### src/hw/rtl/cwss_pkg.sv
package cwss_pkg;

    // fixed point format of the data operands; the site count is an integer
    localparam int FRAC_BITS = 16;
    localparam int DATA_W    = 32;
    localparam int CNT_W     = 8;
    localparam int ACC_W     = 64;
    localparam int PROD_W    = 2 * DATA_W;
    // a floored product keeps this many significant bits
    localparam int FL_W      = PROD_W - FRAC_BITS;

    // microprogram geometry
    localparam int STEP_W    = 4;
    localparam int ROM_DEPTH = 2 ** STEP_W;
    localparam logic [STEP_W-1:0] STEP_IDLE = '0;

    // multiplier operand a
    typedef enum logic [1:0] {
        A_SR,
        A_SI,
        A_RE,
        A_IM
    } t_a_sel;

    // multiplier operand b
    typedef enum logic [1:0] {
        B_CR,
        B_CI,
        B_W,
        B_CNT
    } t_b_sel;

    // what the datapath does with the registered product
    typedef enum logic [2:0] {
        OP_NONE,
        OP_TMP,
        OP_PR,
        OP_PI,
        OP_QR,
        OP_QI,
        OP_ACC_RE,
        OP_ACC_IM
    } t_dp_op;

    // how the step counter moves
    typedef enum logic [1:0] {
        JMP_NEXT,
        JMP_WAIT_IN,
        JMP_END
    } t_jmp;

    typedef struct packed {
        t_a_sel a_sel;
        t_b_sel b_sel;
        t_dp_op op;
        t_jmp   jmp;
    } t_ctrl_word;

    // sequencer to datapath
    typedef struct packed {
        t_a_sel a_sel;
        t_b_sel b_sel;
        t_dp_op op;
        logic   load_in;
        logic   emit;
    } t_dp_ctl;

    // datapath to sequencer
    typedef struct packed {
        logic last;
        logic out_free;
    } t_dp_stat;

    // one multiply per step, product is registered and used one step later
    // the final step repeats the count product so a stalled final step keeps it
    localparam t_ctrl_word CW_ROM [ROM_DEPTH] = '{
        '{a_sel: A_SR, b_sel: B_CR,  op: OP_NONE,   jmp: JMP_WAIT_IN},
        '{a_sel: A_SR, b_sel: B_CR,  op: OP_NONE,   jmp: JMP_NEXT},
        '{a_sel: A_SI, b_sel: B_CI,  op: OP_TMP,    jmp: JMP_NEXT},
        '{a_sel: A_SR, b_sel: B_CI,  op: OP_PR,     jmp: JMP_NEXT},
        '{a_sel: A_SI, b_sel: B_CR,  op: OP_TMP,    jmp: JMP_NEXT},
        '{a_sel: A_RE, b_sel: B_W,   op: OP_PI,     jmp: JMP_NEXT},
        '{a_sel: A_IM, b_sel: B_W,   op: OP_QR,     jmp: JMP_NEXT},
        '{a_sel: A_RE, b_sel: B_CNT, op: OP_QI,     jmp: JMP_NEXT},
        '{a_sel: A_IM, b_sel: B_CNT, op: OP_ACC_RE, jmp: JMP_NEXT},
        '{a_sel: A_IM, b_sel: B_CNT, op: OP_ACC_IM, jmp: JMP_END},
        '{a_sel: A_SR, b_sel: B_CR,  op: OP_NONE,   jmp: JMP_END},
        '{a_sel: A_SR, b_sel: B_CR,  op: OP_NONE,   jmp: JMP_END},
        '{a_sel: A_SR, b_sel: B_CR,  op: OP_NONE,   jmp: JMP_END},
        '{a_sel: A_SR, b_sel: B_CR,  op: OP_NONE,   jmp: JMP_END},
        '{a_sel: A_SR, b_sel: B_CR,  op: OP_NONE,   jmp: JMP_END},
        '{a_sel: A_SR, b_sel: B_CR,  op: OP_NONE,   jmp: JMP_END}
    };

    function automatic logic signed [DATA_W-1:0] sat32(input logic signed [ACC_W-1:0] v);
        logic signed [ACC_W-1:0] hi;
        logic signed [ACC_W-1:0] lo;
        hi = ACC_W'({1'b0, {(DATA_W-1){1'b1}}});
        lo = -hi - ACC_W'(1);
        if (v > hi) begin
            return DATA_W'(hi);
        end else if (v < lo) begin
            return DATA_W'(lo);
        end
        return DATA_W'(v);
    endfunction

    function automatic logic signed [ACC_W-1:0] sat_add64(input logic signed [ACC_W-1:0] a,
                                                         input logic signed [ACC_W-1:0] b);
        logic signed [ACC_W:0] s;
        s = (ACC_W+1)'(a) + (ACC_W+1)'(b);
        if (s[ACC_W] != s[ACC_W-1]) begin
            return s[ACC_W] ? {1'b1, {(ACC_W-1){1'b0}}} : {1'b0, {(ACC_W-1){1'b1}}};
        end
        return s[ACC_W-1:0];
    endfunction

endpackage

### src/hw/rtl/cwss_in_if.sv
interface cwss_in_if;
    logic                                   valid;
    logic                                   ready;
    logic signed [cwss_pkg::DATA_W-1:0]     solution_re;
    logic signed [cwss_pkg::DATA_W-1:0]     solution_im;
    logic signed [cwss_pkg::DATA_W-1:0]     chi_re;
    logic signed [cwss_pkg::DATA_W-1:0]     chi_im;
    logic signed [cwss_pkg::DATA_W-1:0]     density_weight;
    logic        [cwss_pkg::CNT_W-1:0]      site_count;
    logic                                   last_term;

    modport source (
        output valid, solution_re, solution_im, chi_re, chi_im,
               density_weight, site_count, last_term,
        input  ready
    );
    modport sink (
        input  valid, solution_re, solution_im, chi_re, chi_im,
               density_weight, site_count, last_term,
        output ready
    );
endinterface

### src/hw/rtl/cwss_out_if.sv
interface cwss_out_if;
    logic                               valid;
    logic                               ready;
    logic signed [cwss_pkg::DATA_W-1:0] sum_re;
    logic signed [cwss_pkg::DATA_W-1:0] sum_im;

    modport source (
        output valid, sum_re, sum_im,
        input  ready
    );
    modport sink (
        input  valid, sum_re, sum_im,
        output ready
    );
endinterface

### src/hw/rtl/cwss_seq.sv
module cwss_seq (
    input  logic                i_clk,
    input  logic                i_rst_n,
    input  logic                i_in_valid,
    input  cwss_pkg::t_dp_stat  i_stat,
    output logic                o_in_ready,
    output cwss_pkg::t_dp_ctl   o_ctl
);

    logic [cwss_pkg::STEP_W-1:0] r_step;
    logic [cwss_pkg::STEP_W-1:0] n_step;
    cwss_pkg::t_ctrl_word        cw;
    logic                        advance;

    assign cw = cwss_pkg::CW_ROM[r_step];

    always_ff @(posedge i_clk) begin
        if (!i_rst_n) begin
            r_step <= cwss_pkg::STEP_IDLE;
        end else begin
            r_step <= n_step;
        end
    end

    always_comb begin
        o_in_ready    = 1'b0;
        advance       = 1'b1;
        n_step        = r_step;
        o_ctl.a_sel   = cw.a_sel;
        o_ctl.b_sel   = cw.b_sel;
        o_ctl.load_in = 1'b0;
        o_ctl.emit    = 1'b0;
        case (cw.jmp)
            cwss_pkg::JMP_WAIT_IN: begin
                o_in_ready    = 1'b1;
                o_ctl.load_in = i_in_valid;
                if (i_in_valid) begin
                    n_step = r_step + cwss_pkg::STEP_W'(1);
                end
            end
            cwss_pkg::JMP_END: begin
                // hold a last term while the result slot is still occupied
                advance = !(i_stat.last && !i_stat.out_free);
                if (advance) begin
                    n_step     = cwss_pkg::STEP_IDLE;
                    o_ctl.emit = i_stat.last;
                end
            end
            default: begin
                n_step = r_step + cwss_pkg::STEP_W'(1);
            end
        endcase
        o_ctl.op = advance ? cw.op : cwss_pkg::OP_NONE;
    end

endmodule

### src/hw/rtl/cwss_dp.sv
module cwss_dp (
    input  logic                                i_clk,
    input  logic                                i_rst_n,
    input  cwss_pkg::t_dp_ctl                   i_ctl,
    input  logic signed [cwss_pkg::DATA_W-1:0]  i_solution_re,
    input  logic signed [cwss_pkg::DATA_W-1:0]  i_solution_im,
    input  logic signed [cwss_pkg::DATA_W-1:0]  i_chi_re,
    input  logic signed [cwss_pkg::DATA_W-1:0]  i_chi_im,
    input  logic signed [cwss_pkg::DATA_W-1:0]  i_density_weight,
    input  logic        [cwss_pkg::CNT_W-1:0]   i_site_count,
    input  logic                                i_last_term,
    input  logic                                i_out_ready,
    output cwss_pkg::t_dp_stat                  o_stat,
    output logic                                o_out_valid,
    output logic signed [cwss_pkg::DATA_W-1:0]  o_sum_re,
    output logic signed [cwss_pkg::DATA_W-1:0]  o_sum_im
);

    localparam int DW = cwss_pkg::DATA_W;
    localparam int FW = cwss_pkg::FL_W;
    localparam int AW = cwss_pkg::ACC_W;
    localparam int PW = cwss_pkg::PROD_W;

    // captured item
    logic signed [DW-1:0]             r_sr, r_si, r_cr, r_ci, r_w;
    logic        [cwss_pkg::CNT_W-1:0] r_cnt;
    logic                              r_last;

    // working registers
    logic signed [cwss_pkg::PROD_W-1:0] r_prod;
    logic signed [FW-1:0]               r_tmp;
    logic signed [DW-1:0]               r_re;
    logic signed [DW-1:0]               r_im;
    logic signed [AW-1:0]               r_acc_re;
    logic signed [AW-1:0]               r_acc_im;
    logic                               r_out_valid;
    logic signed [DW-1:0]               r_sum_re;
    logic signed [DW-1:0]               r_sum_im;

    logic signed [DW-1:0]               mul_a;
    logic signed [DW-1:0]               mul_b;
    logic signed [cwss_pkg::PROD_W-1:0] prod_sh;
    logic signed [FW-1:0]               fl_p;
    logic signed [FW:0]                 diff;
    logic signed [FW:0]                 summ;
    logic signed [AW-1:0]               n_acc_re;
    logic signed [AW-1:0]               n_acc_im;

    always_comb begin
        case (i_ctl.a_sel)
            cwss_pkg::A_SR: mul_a = r_sr;
            cwss_pkg::A_SI: mul_a = r_si;
            cwss_pkg::A_RE: mul_a = r_re;
            cwss_pkg::A_IM: mul_a = r_im;
            default:        mul_a = r_sr;
        endcase
        case (i_ctl.b_sel)
            cwss_pkg::B_CR:  mul_b = r_cr;
            cwss_pkg::B_CI:  mul_b = r_ci;
            cwss_pkg::B_W:   mul_b = r_w;
            cwss_pkg::B_CNT: mul_b = $signed({{(DW-cwss_pkg::CNT_W){1'b0}}, r_cnt});
            default:         mul_b = r_cr;
        endcase
    end

    // floor of product / 2^frac
    assign prod_sh  = r_prod >>> cwss_pkg::FRAC_BITS;
    assign fl_p     = prod_sh[FW-1:0];
    assign diff     = (FW+1)'(r_tmp) - (FW+1)'(fl_p);
    assign summ     = (FW+1)'(r_tmp) + (FW+1)'(fl_p);
    assign n_acc_re = cwss_pkg::sat_add64(r_acc_re, r_prod);
    assign n_acc_im = cwss_pkg::sat_add64(r_acc_im, r_prod);

    always_ff @(posedge i_clk) begin
        if (i_ctl.load_in) begin
            r_sr   <= i_solution_re;
            r_si   <= i_solution_im;
            r_cr   <= i_chi_re;
            r_ci   <= i_chi_im;
            r_w    <= i_density_weight;
            r_cnt  <= i_site_count;
            r_last <= i_last_term;
        end
        r_prod <= PW'(mul_a) * PW'(mul_b);
        case (i_ctl.op)
            cwss_pkg::OP_TMP: r_tmp <= fl_p;
            cwss_pkg::OP_PR:  r_re  <= cwss_pkg::sat32(AW'(diff));
            cwss_pkg::OP_PI:  r_im  <= cwss_pkg::sat32(AW'(summ));
            cwss_pkg::OP_QR:  r_re  <= cwss_pkg::sat32(AW'(fl_p));
            cwss_pkg::OP_QI:  r_im  <= cwss_pkg::sat32(AW'(fl_p));
            default: ;
        endcase
        if (i_ctl.emit) begin
            r_sum_re <= cwss_pkg::sat32(r_acc_re);
            r_sum_im <= cwss_pkg::sat32(n_acc_im);
        end
    end

    always_ff @(posedge i_clk) begin
        if (!i_rst_n) begin
            r_acc_re    <= '0;
            r_acc_im    <= '0;
            r_out_valid <= 1'b0;
        end else begin
            if (r_out_valid && i_out_ready) begin
                r_out_valid <= 1'b0;
            end
            if (i_ctl.op == cwss_pkg::OP_ACC_RE) begin
                r_acc_re <= n_acc_re;
            end
            if (i_ctl.op == cwss_pkg::OP_ACC_IM) begin
                r_acc_im <= n_acc_im;
            end
            if (i_ctl.emit) begin
                r_acc_re    <= '0;
                r_acc_im    <= '0;
                r_out_valid <= 1'b1;
            end
        end
    end

    assign o_stat.last     = r_last;
    assign o_stat.out_free = !r_out_valid || i_out_ready;
    assign o_out_valid     = r_out_valid;
    assign o_sum_re        = r_sum_re;
    assign o_sum_im        = r_sum_im;

endmodule

### src/hw/rtl/complex_weighted_site_sum_top.sv
// complex weighted site sum
// i_in takes one source-site term per item: solution and chi as complex
// Q16.16 values, a real density weight and an integer site count, plus a
// flag that marks the last term of a sum. o_out gives one item per sum,
// the saturated complex total, after the item that carries the last flag.
// valid/ready on both channels, an item moves when both are high.
// one shared 32x32 multiplier does the four complex partial products and
// the two weight and two count scalings, one per step of a ten-step
// microprogram, so an item runs through all its steps before the
// next item can be taken; ready is high only in the idle step.
// o_out.valid is registered and is set as the last term's final step emits.
// the result sits in an output register; if the receiver stalls, the next
// sum's terms are still accepted and only its last term waits in its
// final step until the register is free.
// synchronous active-low reset clears the step counter, the accumulators
// and the output valid; the block can take an item in the first cycle
// after reset is released.
module complex_weighted_site_sum_top (
    input  logic    i_clk,
    input  logic    i_rst_n,
    cwss_in_if.sink i_in,
    cwss_out_if.source o_out
);

    cwss_pkg::t_dp_ctl  ctl;
    cwss_pkg::t_dp_stat stat;

    // step counter and microcode table
    cwss_seq u_seq (
        .i_clk      (i_clk),
        .i_rst_n    (i_rst_n),
        .i_in_valid (i_in.valid),
        .i_stat     (stat),
        .o_in_ready (i_in.ready),
        .o_ctl      (ctl)
    );

    // shared multiplier, saturating stages and accumulators
    cwss_dp u_dp (
        .i_clk            (i_clk),
        .i_rst_n          (i_rst_n),
        .i_ctl            (ctl),
        .i_solution_re    (i_in.solution_re),
        .i_solution_im    (i_in.solution_im),
        .i_chi_re         (i_in.chi_re),
        .i_chi_im         (i_in.chi_im),
        .i_density_weight (i_in.density_weight),
        .i_site_count     (i_in.site_count),
        .i_last_term      (i_in.last_term),
        .i_out_ready      (o_out.ready),
        .o_stat           (stat),
        .o_out_valid      (o_out.valid),
        .o_sum_re         (o_out.sum_re),
        .o_sum_im         (o_out.sum_im)
    );

endmodule
### src/flat_wrapper.sv
// flat-port wrapper written by rule: the top's interface ports become plain ports
module complex_weighted_site_sum_top_flat 
  (i_clk, i_rst_n, i_in_valid, i_in_solution_re, i_in_solution_im, i_in_chi_re, i_in_chi_im, i_in_density_weight, i_in_site_count, i_in_last_term, i_in_ready, o_out_valid, o_out_sum_re, o_out_sum_im, o_out_ready);
  cwss_in_if i_in_i ();
  cwss_out_if o_out_i ();
  input  logic i_clk;
  input  logic i_rst_n;
  input wire logic [$bits(i_in_i.valid)-1:0] i_in_valid;
  input wire logic [$bits(i_in_i.solution_re)-1:0] i_in_solution_re;
  input wire logic [$bits(i_in_i.solution_im)-1:0] i_in_solution_im;
  input wire logic [$bits(i_in_i.chi_re)-1:0] i_in_chi_re;
  input wire logic [$bits(i_in_i.chi_im)-1:0] i_in_chi_im;
  input wire logic [$bits(i_in_i.density_weight)-1:0] i_in_density_weight;
  input wire logic [$bits(i_in_i.site_count)-1:0] i_in_site_count;
  input wire logic [$bits(i_in_i.last_term)-1:0] i_in_last_term;
  output wire logic [$bits(i_in_i.ready)-1:0] i_in_ready;
  output wire logic [$bits(o_out_i.valid)-1:0] o_out_valid;
  output wire logic [$bits(o_out_i.sum_re)-1:0] o_out_sum_re;
  output wire logic [$bits(o_out_i.sum_im)-1:0] o_out_sum_im;
  input wire logic [$bits(o_out_i.ready)-1:0] o_out_ready;
  assign i_in_i.valid = i_in_valid;
  assign i_in_i.solution_re = i_in_solution_re;
  assign i_in_i.solution_im = i_in_solution_im;
  assign i_in_i.chi_re = i_in_chi_re;
  assign i_in_i.chi_im = i_in_chi_im;
  assign i_in_i.density_weight = i_in_density_weight;
  assign i_in_i.site_count = i_in_site_count;
  assign i_in_i.last_term = i_in_last_term;
  assign i_in_ready = i_in_i.ready;
  assign o_out_valid = o_out_i.valid;
  assign o_out_sum_re = o_out_i.sum_re;
  assign o_out_sum_im = o_out_i.sum_im;
  assign o_out_i.ready = o_out_ready;
  complex_weighted_site_sum_top u_core (.i_clk(i_clk), .i_rst_n(i_rst_n), .i_in(i_in_i), .o_out(o_out_i));
endmodule
### config.mk
export PLATFORM = sky130hd
export DESIGN_NAME = complex_weighted_site_sum_top_flat
export DESIGN_NICKNAME = d
export VERILOG_FILES = /design/src/hw/rtl/cwss_pkg.sv /design/src/hw/rtl/cwss_in_if.sv /design/src/hw/rtl/cwss_out_if.sv /design/src/hw/rtl/cwss_seq.sv /design/src/hw/rtl/cwss_dp.sv /design/src/hw/rtl/complex_weighted_site_sum_top.sv /design/src/flat_wrapper.sv
export SDC_FILE = /design/constraint.sdc
export NUM_CORES = 2
export LEC_CHECK = 0
export BUFFER_PORTS_ARGS = -buffer_cell sky130_fd_sc_hd__clkbuf_2
export CAP_MARGIN = 20
export CORE_MARGIN = 5
export CORE_UTILIZATION = 45
export DETAILED_ROUTE_END_ITERATION = 10
export PLACE_DENSITY = 0.67
export SLEW_MARGIN = 15
export SYNTH_ARGS = -nofsm -noshare
export SYNTH_HDL_FRONTEND = slang
export SYNTH_SLANG_ARGS = --single-unit
export TNS_END_PERCENT = 100
### constraint.sdc
create_clock -name i_clk -period 9.01 [get_ports i_clk]
set_input_delay 0 -clock i_clk [delete_from_list [all_inputs] [get_ports i_clk]]
set_output_delay 0 -clock i_clk [all_outputs]
set_load 0.02 [all_outputs]
==> metrics.txt <==
Die Footprint=approximately 0.16 mm2; IO Port Bufs=roughly 240; worst-margin pin slew=between 1 and 1.5 ns; most frequent cell after synthesis=inv_1; first-pass GRT wire length=roughly 390 mm; violated checks=setup timing; Root Buffer=clkbuf_16; Die Span Y=403 um; Distinct cells, synth=around 100; drt via density=roughly 5.7; Ports=about 240; register area=approximately 0.014 mm2; Wirelength per Cell=approximately 24 um; global-route usage over all layers=0.312; Startpoint Class=flop; critical path's most frequent cell=fa_1; Buffers & Inverters on Critical Path=10; vias in the first global route=around 62,000; Layout area overhead=21.5%; main area contributors after synthesis=fa_1 31%, edfxtp_1 15%, ha_1 7.5%; CP max stage delay=approximately 0.64 ns; Post-Syn Area=0.0694 mm2; final worst slack=-0.740 ns; fmax=~100 MHz; post-synth top area share=0.313; Fin Clk Skew=roughly 0.034 ns; syn nets=between 9,000 and 10,000; final core occ=0.549; crit path max-delay cell type=fa_2; HP Class=input pin to flop; multi-input logic area=0.0504 mm2; final instance area=0.0843 mm2; placed inst area=0.0785 mm2; cell family with most CP delay=adder cells; Yosys top cell by area=fa_1; critical path data required time=between 9 and 10 ns; minimum clock period=between 9 and 10 ns; synthesized instance count=between 7,000 and 8,000; DR iter-0 viols=around 5,800; Fin. Hold Viols=0; DR vias=roughly 61,000; synth cell count leaders=1,173 x inv_1, 1,086 x fa_1, 876 x nand2_1; Max-slew headroom=0.252; clock sink total=542; initial antenna violation count=4; dpl hpwl=roughly 200 mm; Main synth FF type=edfxtp_1; Critical Path End Type=flop; core area=0.154 mm2; GR Overflow Total=0; Cell Rows=around 140; TritonCTS clock tree=built; async set-reset flop share out of synthesis=0; Die X=just over 400 um; # setup viols final=25; outcome=complete, but fails checks; Post-Syn Area per Cell=~9.0 um2; EDFF count, synth=between 300 and 400; synthesized flop and latch total=approximately 540; CTS Buffer Depth=3; H-Tree Depth=3; Layout Nets=just over 10,000; largest net degree at the start of global routing=between 100 and 150; ratio of cells with drive above 1 in the final layout=0.174; Setup CP Type=flop to flop; Max Transition Viols Final=0; Seq/Total Area, Yosys=0.206; fillers=around 14,000; Critical Path AT=approximately 10 ns; GPL Wtd Cong=1.03; drt first pass iters=8; RSZ-0062 raised after global routing=true; drt drc=0; drt total wl=roughly 260 mm; Final period util=1.08; clk_lat worst skew=0.68 ns; synth warn=0; MaxCap Viol Count=0; Initial Utilization=0.452; CTS clk-pin slew, worst paths=0.06 ns; worst-path fanout max=7; Routed Antenna Nets=0; clock buffer count from CTS=68
==> final timing paths <==
path,endpoint,slack (ns),cells after the start,from
max,u_core.u_dp.r_prod[63],-0.74,37,u_core.u_seq.r_step[3]
min,u_core.u_dp.r_ci[24],0.04,2,i_in_chi_im[24]
max reg2reg,u_core.u_dp.r_prod[63],-0.74,37,u_core.u_seq.r_step[3]
min reg2reg,u_core.u_dp.r_acc_im[37],0.46,2,u_core.u_dp.r_acc_im[37]
==> layer usage <==
layer / global-route usage / vias up / routed length, um
met5: 0 / - / 12
met4: 0.168 / 2 / 17800
met3: 0.0662 / 686 / 22700
met2: 0.499 / 2859 / 117000
met1: 0.397 / 30100 / 98300
li1: - / 27000 / -
==> state kept, by name, summed over array words and instances, names as in the netlist, 4 cells and up <==
register	count
u_core.u_dp.r_acc_im	64
u_core.u_dp.r_acc_re	64
u_core.u_dp.r_prod	64
u_core.u_dp.r_tmp	48
u_core.u_dp.o_sum_im	32
u_core.u_dp.o_sum_re	32
u_core.u_dp.r_ci	32
u_core.u_dp.r_cr	32
u_core.u_dp.r_im	32
u_core.u_dp.r_re	32
u_core.u_dp.r_si	32
u_core.u_dp.r_sr	32
u_core.u_dp.r_w	32
u_core.u_dp.r_cnt	8
u_core.u_seq.r_step	4
==> per-stage QoR <==
step | worst slack [ns] | setup TNS [ns] | hold WS (ns) | cells
global route | -0.972 | -18.14 | 0.0277 | 10700
floorplan | -0.0130 | -0.0130 | 0.0989 | 7703
global placement | -0.859 | -12.03 | 0.178 | 10300
detailed placement | -0.962 | -13.61 | 0.179 | 10300
finish | -0.740 | -11.33 | 0.0409 | 10700
CTS | -0.648 | -7.97 | 0.000216 | 10700
==> area by class of cell <==
cell class | instances | area share
inverter | 1183 | 0.0527
clock buffer | 89 | 0.0220
clock inverter | 36 | 0.00565
timing repair buffer | 1225 | 0.122
sequential | 542 | 0.170
antenna | 3 | 0.0000890
multi-input combinational | 5579 | 0.598
tap | 2044 | 0.0303
==> cells by family (layout without fill, tap and decap cells) <==
logic type	Yosys count	in the layout	synth area share
DFF	542	542	0.206
AOI/OAI and AO/OA	1584	1584	0.147
buffers and inverters	1582	2533	0.0868
xor gates and xnor gates	267	267	0.0337
and+or+nand+nor	2215	2215	0.137
muxes	9	9	0.00132
other	0	3	0
adders and majority gates	1504	1504	0.388
==> repair_timing <==
item / 4_1_cts / 5_1_grt
buffers inserted: 24 / 32
gates resized for setup: 103 / 152
pin swaps: 108 / 154
cloned: 1 / 1
hold buffers: 194 / 0
setup endpoints to repair: 25 / 39
hold endpoints to repair: 201 / 0
==> layout by cell type (no fill, tap or decap), types with 39 or more instances in the layout <==
master,n
buf_4,682
o21ai_0,247
or2_2,45
xnor2_1,193
a211oi_1,56
inv_1,1151
a21o_1,136
nand2b_1,42
nand4_1,63
nor4_1,39
clkbuf_16,70
a21oi_1,490
fa_1,1048
dfxtp_1,194
o21a_1,78
nor2_1,815
xor2_1,67
nand3_1,62
nor3_1,69
o21bai_1,58
ha_1,400
o21ai_1,43
nand2_1,861
buf_12,85
a31oi_1,47
dlygate4sd3_1,194
o21ai_2,67
clkbuf_2,238
edfxtp_1,345
Power is not shown: default switching activity piles up to over one toggle a cycle in this logic, so the estimate is an artifact.
